<file path="src/sv/krt_pkg.sv">
// krt_pkg: shared types, codes and helpers for the keyed record table
// used by krt_ctrl, krt_dp, keyed_record_table and krt_checker; no dependencies
`timescale 1ns / 1ps

package krt_pkg;

  localparam int unsigned POOL_SLOTS_DEF = 64;
  localparam int unsigned OP_W = 2;
  localparam int unsigned KEY_W = 24;
  localparam int unsigned NUM_W = 32;
  localparam int unsigned STATUS_W = 3;

  typedef enum logic [OP_W-1:0] {
    OP_ADD    = 2'd0,
    OP_SEARCH = 2'd1,
    OP_DELETE = 2'd2
  } op_e;

  typedef enum logic [STATUS_W-1:0] {
    STATUS_ADDED     = 3'd0,
    STATUS_FULL      = 3'd1,
    STATUS_FOUND     = 3'd2,
    STATUS_NOT_FOUND = 3'd3,
    STATUS_DELETED   = 3'd4
  } status_e;

  typedef struct packed {
    logic [OP_W-1:0]  operation;
    logic [KEY_W-1:0] name_key;
    logic [NUM_W-1:0] number_value;
  } in_word_t;

  typedef struct packed {
    logic [STATUS_W-1:0] status;
    logic [NUM_W-1:0]    number_out;
  } out_word_t;

  // controller to datapath
  typedef struct packed {
    logic    accept;      // latch a new word, restart walk and scan
    logic    clear_step;  // clear one in-use bit after reset
    logic    scan_step;   // move free-slot scan to the next slot
    logic    walk_step;   // follow the link to the next record
    logic    add_commit;  // write the new record into the scanned slot
    logic    del_commit;  // unlink and free the current record
    logic    set_res;     // capture result status and number
    status_e res_status;
    logic    load_out;    // move captured result into the output register
  } cmd_t;

  // datapath to controller
  typedef struct packed {
    logic cur_null;    // walk pointer is the null marker
    logic walk_limit;  // walk has visited every slot
    logic key_hit;     // current record key matches
    logic slot_busy;   // scanned slot is in use
    logic scan_last;   // scan counter sits on the last slot
  } flags_t;

  // three-byte strncmp equality, first byte in the top bits
  function automatic logic keys_match(input logic [KEY_W-1:0] a, input logic [KEY_W-1:0] b);
    logic res;
    res = 1'b0;
    if (a[23:16] != b[23:16]) begin
      res = 1'b0;
    end else if (a[23:16] == 8'd0) begin
      res = 1'b1;
    end else if (a[15:8] != b[15:8]) begin
      res = 1'b0;
    end else if (a[15:8] == 8'd0) begin
      res = 1'b1;
    end else begin
      res = (a[7:0] == b[7:0]);
    end
    return res;
  endfunction

endpackage

</file>
<file path="src/sv/krt_ctrl.sv">
// krt_ctrl: sequencing state machine of the keyed record table
// depends on krt_pkg; drives krt_dp through cmd_t and reads its flags_t
`timescale 1ns / 1ps

module krt_ctrl (
  input  logic                        clk_i,
  input  logic                        rst_ni,
  input  logic                        in_valid_i,
  input  logic [krt_pkg::OP_W-1:0]    in_op_i,
  output logic                        in_stall_o,
  output logic                        out_valid_o,
  input  logic                        out_stall_i,
  input  krt_pkg::flags_t             flags_i,
  output krt_pkg::cmd_t               cmd_o
);

  typedef enum logic [2:0] {
    S_CLEAR,
    S_IDLE,
    S_SCAN,
    S_WALK,
    S_DONE
  } state_e;

  state_e state_q, state_d;
  logic [krt_pkg::OP_W-1:0] op_q;
  logic out_valid_q;
  logic out_free;

  assign out_free = !out_valid_q || !out_stall_i;

  always_comb begin
    cmd_o = '0;
    cmd_o.res_status = krt_pkg::STATUS_NOT_FOUND;
    state_d = state_q;
    case (state_q)
      S_CLEAR: begin
        cmd_o.clear_step = 1'b1;
        if (flags_i.scan_last) begin
          state_d = S_IDLE;
        end
      end
      S_IDLE: begin
        if (in_valid_i) begin
          cmd_o.accept = 1'b1;
          case (in_op_i)
            krt_pkg::OP_ADD: begin
              state_d = S_SCAN;
            end
            krt_pkg::OP_SEARCH, krt_pkg::OP_DELETE: begin
              state_d = S_WALK;
            end
            default: begin
              cmd_o.set_res = 1'b1;
              cmd_o.res_status = krt_pkg::STATUS_NOT_FOUND;
              state_d = S_DONE;
            end
          endcase
        end
      end
      S_SCAN: begin
        if (!flags_i.slot_busy) begin
          cmd_o.add_commit = 1'b1;
          cmd_o.set_res = 1'b1;
          cmd_o.res_status = krt_pkg::STATUS_ADDED;
          state_d = S_DONE;
        end else if (flags_i.scan_last) begin
          cmd_o.set_res = 1'b1;
          cmd_o.res_status = krt_pkg::STATUS_FULL;
          state_d = S_DONE;
        end else begin
          cmd_o.scan_step = 1'b1;
        end
      end
      S_WALK: begin
        if (flags_i.cur_null || flags_i.walk_limit) begin
          cmd_o.set_res = 1'b1;
          cmd_o.res_status = krt_pkg::STATUS_NOT_FOUND;
          state_d = S_DONE;
        end else if (flags_i.key_hit) begin
          cmd_o.set_res = 1'b1;
          if (op_q == krt_pkg::OP_DELETE) begin
            cmd_o.del_commit = 1'b1;
            cmd_o.res_status = krt_pkg::STATUS_DELETED;
          end else begin
            cmd_o.res_status = krt_pkg::STATUS_FOUND;
          end
          state_d = S_DONE;
        end else begin
          cmd_o.walk_step = 1'b1;
        end
      end
      S_DONE: begin
        if (out_free) begin
          cmd_o.load_out = 1'b1;
          state_d = S_IDLE;
        end
      end
      default: begin
        state_d = S_IDLE;
      end
    endcase
  end

  always_ff @(posedge clk_i or negedge rst_ni) begin
    if (!rst_ni) begin
      state_q <= S_CLEAR;
      op_q <= krt_pkg::OP_ADD;
      out_valid_q <= 1'b0;
    end else begin
      state_q <= state_d;
      if (cmd_o.accept) begin
        op_q <= in_op_i;
      end
      if (cmd_o.load_out) begin
        out_valid_q <= 1'b1;
      end else if (!out_stall_i) begin
        out_valid_q <= 1'b0;
      end
    end
  end

  assign in_stall_o = (state_q != S_IDLE);
  assign out_valid_o = out_valid_q;

endmodule

</file>
<file path="config.mk">
export PLATFORM = sky130hd
export DESIGN_NAME = krt_ctrl
export DESIGN_NICKNAME = d
export VERILOG_FILES = /design/src/sv/krt_pkg.sv /design/src/sv/krt_ctrl.sv
export SDC_FILE = /design/constraint.sdc
export NUM_CORES = 1
export LEC_CHECK = 0
export BUFFER_PORTS_ARGS = -buffer_cell sky130_fd_sc_hd__buf_4
export CORE_AREA = 2 2 39 41
export CTS_CLUSTER_DIAMETER = 40
export DETAILED_ROUTE_END_ITERATION = 12
export DIE_AREA = 0 0 41 43
export GPL_TIMING_DRIVEN = 1
export PLACE_DENSITY = 0.69
export SYNTH_ARGS = -nofsm -noshare
export SYNTH_HDL_FRONTEND = slang
export SYNTH_SLANG_ARGS = --single-unit
</file>
<file path="constraint.sdc">
create_clock -name clk_i -period 1.89 [get_ports clk_i]
set_input_delay 0.0945 -clock clk_i [delete_from_list [all_inputs] [get_ports clk_i]]
set_output_delay 0.0945 -clock clk_i [all_outputs]
set_load 0.03 [all_outputs]
</file>
==> results of run 1 <==
==> sequential cells by signal, indices dropped and copies added, names as in the netlist <==
name and flops:
op_q 2, out_valid_o 1, state_q 3
==> stage by stage <==
| stage | total power (µW) | std cells | cell area (µm²) | worst slack [ps] | util, % |
|---|---|---|---|---|---|
| 5_1_grt | 968 | 86 | 663 | 2.22 | 47.9 |
| 3_3_place_gp | 780 | 82 | 631 | 297 | 45.6 |
| 6_report | 898 | 86 | 663 | 104 | 47.9 |
| 2_1_floorplan | 653 | 47 | 473 | 241 | - |
| 3_5_place_dp | 787 | 82 | 631 | 277 | 45.6 |
| 4_1_cts | 911 | 86 | 663 | 89.9 | 47.9 |
==> per-layer routing <==
metal	vias up	wire (µm)
met5	-	0
met3	0	73
met1	201	453
li1	224	-
met4	0	0
met2	11	516
==> timing repair <==
| action | in CTS | in global routing |
|---|---|---|
| resized for setup | 0 | 0 |
| hold endpoints to repair | 6 | 0 |
| hold buffers | 1 | 0 |
| setup buffers | 0 | 0 |
==> power breakdown <==
group	switching [µW]	leakage (µW)	internal, µW	total [µW]
sequential	84.6	0.0000742	186	271
combinational	274	0.000220	235	509
clock	45.8	0.0000138	71.8	118
==> area by class of cell <==
type / count / area [µm²] / area share (%)
Multi-Input combinational cell: 37 / 288 / 43.4
Timing Repair Buffer: 24 / 183 / 27.5
Sequential cell: 6 / 150 / 22.6
Clock buffer: 3 / 22.5 / 3.40
Tap cell: 16 / 20.0 / 3.02
==> layout by cell type, fill, tap and decap left out, types with 2 or more instances in the layout <==
cell / n
nand2b_1: 2
clkbuf_4: 3
nor4_1: 2
mux2_1: 3
buf_4: 23
nor2_1: 4
nand2_1: 4
dfrtp_1: 6
o21bai_1: 2
==> logic make-up after synthesis <==
kind of cell    count (synthesis)  share of synthesized area (%)
simple gates                   26                           39.0
compound gates                  7                           11.5
flops                           6                           32.1
buf+inv                         4                           7.49
mux                             3                           7.22
fa+ha+maj                       1                           2.67
==> worst max path at each step <==
stage          startpoint    endpoint  slack [ps]  depth (start not counted)
2_1_floorplan  state_q[2]    cmd_o[2]         240                          5
3_3_place_gp   state_q[0]  state_q[0]         300                          4
3_5_place_dp   state_q[0]  state_q[0]         280                          4
4_1_cts        state_q[1]    cmd_o[2]          90                          4
5_1_grt        state_q[0]    cmd_o[2]           2                          5
6_report       state_q[1]    cmd_o[2]         100                          4
==> metrics.txt, run 1 <==
Final min period 1790 ps; antenna fix cells 0; Die Width 41 µm; P_leak 0.000308 µW; Starting Density 33.8%; fmax 560 MHz; largest area contributor in the netlist dfrtp_1; worst hold path endpoint op_q[1]; Clock transition at path regs 50 ps; vias in the first global route 380; Most used DFF post-synth dfrtp_1; Synth warnings 0; routed length per instance 12.1 µm; crit-path cells or3b_4, nand2b_1, nor2b_1, buf_4; FF-to-FF setup slack 260 ps; Initial DRC Count 6; Least-Margin Pin Slew 371 ps; vias per cell 5.07; Avg Cell Area, Syn 9.96 µm²; RSZ-0062 raised after global routing false; Final Hold Vio Count 0; grt met2 use 20.3%; dpl hpwl 881 µm; Worst Setup Path Type register to output pin; FP Rows 14; Bufs and invs on worst path 1; HP Start in_op_i[1]; area delta synth->final 41.7%; type of the most critical hold path input port to register; final hold slack 81.1 ps; first-pass GRT wire length 1570 µm; Critical Path End Type output pin; maximum root-to-sink buffer count 2; GRT Max-Usage Layer met2; CP Data Arrival Time 1690 ps; port bufs 23; Peak supply drop 703 µV; Tcrit/Tclk final 94.5%; reg2reg start state_q[0]; largest net degree at the start of global routing 12; final RePlAce weighted congestion 0.810; CP max stage delay 520 ps; power per cell area 1350 nW/µm²; M3 GR Usage 7.85%; CTS tree done; ranking of synthesized cells by area dfrtp_1, mux2_1, buf_6; Layout fillers 144; status completed; setup violators final 0; initial antenna violation count 0; H-tree depth 1; gr usage total 13.4%; CTS sink count 6; number of library cell types mapped by synthesis 30; clock skew 11.6 ps; Ports 24; cell count after synthesis 47; Die Y 43 µm; Residual DRC 0; most frequent cell after synthesis dfrtp_1; family with the most delay on the worst path simple AND/OR/NAND/NOR gates; Synth top area share 32.1%; Worst Setup Start Kind register; final WL 1040 µm; sequential share of the synthesized area 32.1%; GR Layer Usage met1 17.2%; syn_nets 59; Worst Path Max Fanout 11; hold-critical path depth 2; GRT overflow 0; Synth async-reset ratio 100%; Core ar. 1380 µm²; critical path's slowest cell dfrtp_1; ANT nets after route 0; pins over their slew limit 0; die area 1760 µm²; Post-Syn Area 468 µm²; Reg2Reg Capture Point state_q[0]; clk_lat worst skew 250 ps; synthesized flop and latch total 6; Worst EP required 1800 ps; layout cell share with drive strength beyond 1 48.6%; Final #Nets 84; number of flops mapped to enable cells by yosys 0; total number of vias 436; Pre-antenna DRT Iters 4; max_slew headroom 75.1%; Post-synth top cells dfrtp_1, nand2_1, nor2_1; Setup TNS 0 ps; R2R cell count 4; max cap viols 0; CTS root buf clkbuf_4; TritonCTS Buffers 3
Note: power is estimated with default switching activity, not from simulation.
==> run 2: changes to the inputs <==
--- a/config.mk
+++ b/config.mk
@@ -5,7 +5,7 @@
 export SDC_FILE = /design/constraint.sdc
 export NUM_CORES = 1
 export LEC_CHECK = 0
-export BUFFER_PORTS_ARGS = -buffer_cell sky130_fd_sc_hd__buf_4
+export BUFFER_PORTS_ARGS = -buffer_cell sky130_fd_sc_hd__buf_2
 export CORE_AREA = 2 2 39 41
 export CTS_CLUSTER_DIAMETER = 40
 export DETAILED_ROUTE_END_ITERATION = 12
==> run 2 against run 1 <==
  * Worst hold slack improved by 7.3 ps
  * Register-to-register slack is essentially flat
  * Total power down 4.4%
  * Cell count is the same
  * Critical path depth unchanged
  * Global-route usage decreased by 0.21 points
  * Design area decreased by 8.5%
  * Flip-flop and latch count unchanged
  * Routed wire length increased by 4.6%
  * Clock power is essentially flat
  * Sequential share of layout area grew 2.3 points
  * Critical endpoint is now cmd_o[4]
  * Largest cell class unchanged
==> metrics.txt, run 2 (synthesized netlist as in run 1, its figures left out) <==
status completed; commonest non-fill, non-tap cell in the layout buf_2; power per cell area 1410 nW/µm²; CP Data Arrival Time 1680 ps; Final Util 43.9%; critical path's slowest cell dfrtp_1; H-tree depth 1; gr usage total 13.2%; Largest Register state_q; Die Width 41 µm; die area 1760 µm²; final WL 1090 µm; Starting Density 33.8%; Sw Pwr 407 µW; Worst EP required 1800 ps; maximum root-to-sink buffer count 2; area delta synth->final 29.7%; first-pass GRT wire length 1590 µm; fmax 564 MHz; hold-critical path depth 2; Worst Setup Path Type register to output pin; largest net degree at the start of global routing 12; reg2reg start state_q[0]; Residual DRC 0; routed length per instance 12.7 µm; total number of vias 438; dpl hpwl 893 µm; CTS sink count 6; setup violators final 0; GRT Max-Usage Layer met2; M3 GR Usage 3.14%; TritonCTS Buffers 3; FF-to-FF setup slack 250 ps; CTS root buf clkbuf_4; Reg2Reg Capture Point state_q[0]; Final #Nets 84; ANT nets after route 0; FP Rows 14; R2R cell count 4; RSZ-0062 raised after global routing false; Worst Setup Start Kind register; crit-path cells or3b_4, nand2b_1, nand3_1, buf_2; antenna fix cells 0; Initial DRC Count 0; Final Hold Vio Count 0; initial antenna violation count 0; instance count on the critical path 4; number of flip-flops under the largest register name 3; Clock transition at path regs 50 ps; sequential share of power 32.3%; max_slew headroom 72.6%; clock skew 10.5 ps; pins over their slew limit 0; GRT overflow 0; Ports 24; Least-Margin Pin Slew 406 ps; CTS tree done; clk_lat worst skew 240 ps; post-CTS setup buffer count 0; Die Y 43 µm; Core ar. 1380 µm²; Critical Path End Type output pin; Setup TNS 0 ps; GR Layer Usage met1 17.5%; Worst Path Max Fanout 10; final RePlAce weighted congestion 0.836; vias per cell 5.09; P_leak 0.000293 µW; crit path launch state_q[0]; clock power share 13.7%; CP max stage delay 470 ps; type of the most critical hold path input port to register; worst setup path end cmd_o[4]; Int Power 451 µW; family with the most delay on the worst path simple AND/OR/NAND/NOR gates; Combinational Power Share 54.0%; max cap viols 0; Tcrit/Tclk final 93.8%; Peak supply drop 584 µV; Pre-antenna DRT Iters 1; Final min period 1770 ps; commonest non-fill, non-tap cells in the layout buf_2, dfrtp_1, nor2_1, nand2_1; vias in the first global route 381; Bufs and invs on worst path 1; sw frac 47.4%; layout cell share with drive strength beyond 1 50.0%; grt met2 use 20.3%; port bufs 23
-- run 2: cell types whose count changed in the layout (fill, tap and decap cells not counted) --
cell	delta
buf_2	+23
buf_4	-23
dfrtp_1	-1
dfrtp_2	+1
-- run 2: metrics by stage --
| step | total power, µW | instance area, µm² | hold WS (ps) | worst slack (ps) | cells |
|---|---|---|---|---|---|
| after floorplan | 653 | 473 | -201 | 241 | 47 |
| after global placement | 734 | 573 | -74.6 | 293 | 82 |
| after detailed placement | 746 | 573 | -73.6 | 247 | 82 |
| after CTS | 868 | 606 | 85.3 | 52.4 | 86 |
| after global routing | 920 | 607 | 88.1 | 8.59 | 86 |
| final | 858 | 607 | 88.3 | 118 | 86 |
-- run 2: worst min-delay path by stage --
| stage | endpoint | startpoint | slack [ps] |
|---|---|---|---|
| 5_1_grt | op_q[1] | in_op_i[1] | 90 |
| 4_1_cts | op_q[0] | in_op_i[0] | 90 |
| 6_report | op_q[0] | in_op_i[0] | 90 |
| 3_5_place_dp | op_q[0] | rst_ni | -70 |
| 2_1_floorplan | op_q[0] | rst_ni | -200 |
| 3_3_place_gp | op_q[0] | rst_ni | -70 |
-- run 2: worst register-to-register path: stages (launching register included) --
cell and delay, ps:
dfrtp_1 470, nor2b_4 180, and4b_4 200, nor4_1 320, mux2_1 350
-- run 2: layout make-up --
type	count	area, µm²
Fill cell	146	777
Sequential cell	6	151
Clock buffer	3	22.5
Multi-Input combinational cell	37	288
Tap cell	16	20.0
Timing Repair Buffer	24	125
-- run 2: power by group through the flow --
stage	clock network (µW)	registers, µW	logic, µW
6_report	118	277	463
5_1_grt	130	293	498
3_5_place_dp	0	279	467
2_1_floorplan	0	231	423
3_3_place_gp	0	272	462
4_1_cts	122	277	469
-- run 2: timing repair --
action / in CTS / in global routing
endpoints found under the setup margin: 0 / 1
endpoints found under the hold margin: 6 / 0
hold buffers: 1 / 0
resized for setup: 0 / 1
-- run 2: layer usage --
layer	routed length [µm]	vias to the layer above
met5	0	-
met4	0	0
met3	53	0
met2	534	9
met1	504	209
li1	-	220
==> run 3: changes to the inputs <==
--- a/config.mk
+++ b/config.mk
@@ -7,6 +7,7 @@
 export LEC_CHECK = 0
 export BUFFER_PORTS_ARGS = -buffer_cell sky130_fd_sc_hd__buf_2
 export CORE_AREA = 2 2 39 41
+export CTS_BUF_LIST = sky130_fd_sc_hd__clkbuf_8
 export CTS_CLUSTER_DIAMETER = 40
 export DETAILED_ROUTE_END_ITERATION = 12
 export DIE_AREA = 0 0 41 43
==> run 3 against run 2 <==
  * Fmax rose by 0.60%
  * Routed wire length increased by 0.46%
  * Combinational power about the same
  * Count of clock-buffer cells in the layout is the same
  * Non-clock buffer count did not move
  * First-iteration DRC count is 3 higher
  * Largest cell class unchanged
  * Clock power grew 58%
  * Die area is the same
  * Global-route usage is 0.30 points higher
  * Sequential power about the same
  * Design area increased by 3.1%
  * Highest routed layer unchanged
==> metrics.txt, run 3 (synthesized netlist as in run 1, its figures left out) <==
Least-Margin Pin Slew 406 ps; CTS tree done; commonest non-fill, non-tap cell in the layout buf_2; Die Y 43 µm; ANT nets after route 0; Clock transition at path regs 40 ps; maximum root-to-sink buffer count 2; Largest Register state_q; Critical Path End Type output pin; Starting Density 33.8%; Peak supply drop 654 µV; first-pass GRT wire length 1610 µm; area delta synth->final 33.7%; dpl hpwl 893 µm; Core ar. 1380 µm²; Tcrit/Tclk final 93.2%; P_leak 0.000301 µW; sequential share of power 30.0%; fmax 568 MHz; Sw Pwr 416 µW; clock power share 20.1%; max_slew headroom 72.6%; initial antenna violation count 0; Design Area, Final 626 µm²; FP Rows 14; Int Power 516 µW; GRT overflow 0; number of flip-flops under the largest register name 3; Pre-antenna DRT Iters 3; H-tree depth 1; vias in the first global route 392; post-CTS setup buffer count 0; status completed; Die Width 41 µm; layout cell share with drive strength beyond 1 50.0%; Worst Setup Start Kind register; TritonCTS Buffers 3; final RePlAce weighted congestion 0.836; final WL 1100 µm; port bufs 23; commonest non-fill, non-tap cells in the layout buf_2, dfrtp_1, nor2_1, nand2_1; Residual DRC 0; Worst Setup Path Type register to output pin; gr usage total 13.5%; CP Data Arrival Time 1670 ps; CTS root buf clkbuf_8; register area 151 µm²; footprint of the multi-input gates 288 µm²; Layout fillers 143; routed length per instance 12.8 µm; Combinational Power Share 50.0%; clk_lat worst skew 220 ps; Post-DP Area 573 µm²; Final min period 1760 ps; RSZ-0062 raised after global routing false; Final #Nets 84; antenna fix cells 0; max cap viols 0; sw frac 44.6%; clock skew 3.63 ps; Worst EP required 1800 ps; Ports 24; CTS sink count 6; Initial DRC Count 3; Worst Path Max Fanout 10; Final Hold Vio Count 0; setup violators final 0; total number of vias 436; die area 1760 µm²; power per cell area 1490 nW/µm²; Setup TNS 0 ps; pins over their slew limit 0; vias per cell 5.07; largest net degree at the start of global routing 12; type of the most critical hold path input port to register
run 3: cell types whose count changed in the layout (fill, tap and decap cells not counted):
| cell | before | now |
|---|---|---|
| clkbuf_4 | 3 | 0 |
| clkbuf_8 | 0 | 3 |
run 3: metal layers:
metal	vias up	track usage [%]	wire [µm]
met1	208	17.2	499
met2	9	21.6	541
met4	0	4.00	0
met5	-	0	0
li1	219	-	-
met3	0	3.14	55
run 3: final cells by class:
cell class / count / area share (%)
Sequential cell: 6 / 24.2
Tap cell: 16 / 3.20
Multi-Input combinational cell: 37 / 46.0
Timing Repair Buffer: 24 / 20.0
Clock buffer: 3 / 6.60
run 3: what timing repair did:
item	4_1_cts	5_1_grt
hold endpoints to repair	6	0
gates resized for setup	0	1
endpoints found under the setup margin	0	1
hold buffers	1	0
run 3: path summary, 6_finish.rpt:
kind,startpoint,cells after the start,slack (ps),endpoint
min reg2reg,op_q[1],1,490,op_q[1]
max,state_q[0],4,130,cmd_o[4]
max reg2reg,state_q[0],4,230,state_q[0]
min in group asynchronous,rst_ni,2,230,op_q[1]
max in group asynchronous,rst_ni,2,1500,state_q[1]
min,in_op_i[0],2,120,op_q[0]
run 3: critical path, cell delays in order (launching register included):
cell and delay (ps):
dfrtp_1 470, or3b_4 470, nand2b_1 160, nand3_1 130
buf_2 220
run 3: power groups by stage:
stage	combinational (µW)	clock (µW)	sequential, µW
after floorplan	423	0	231
after global routing	499	202	295
after CTS	470	192	278
final	466	187	279
after detailed placement	467	0	279
after global placement	462	0	272
run 3: stage by stage:
| step | total power [µW] | std cells | worst slack, ps | util, % | hold WS [ps] |
|---|---|---|---|---|---|
| floorplan | 653 | 47 | 241 | - | -201 |
| global placement | 734 | 82 | 293 | 41.4 | -74.6 |
| detailed placement | 746 | 82 | 247 | 41.4 | -73.6 |
| CTS | 941 | 86 | 82.9 | 45.1 | 113 |
| global route | 995 | 86 | 36.8 | 45.2 | 118 |
| finish | 933 | 86 | 128 | 45.2 | 116 |
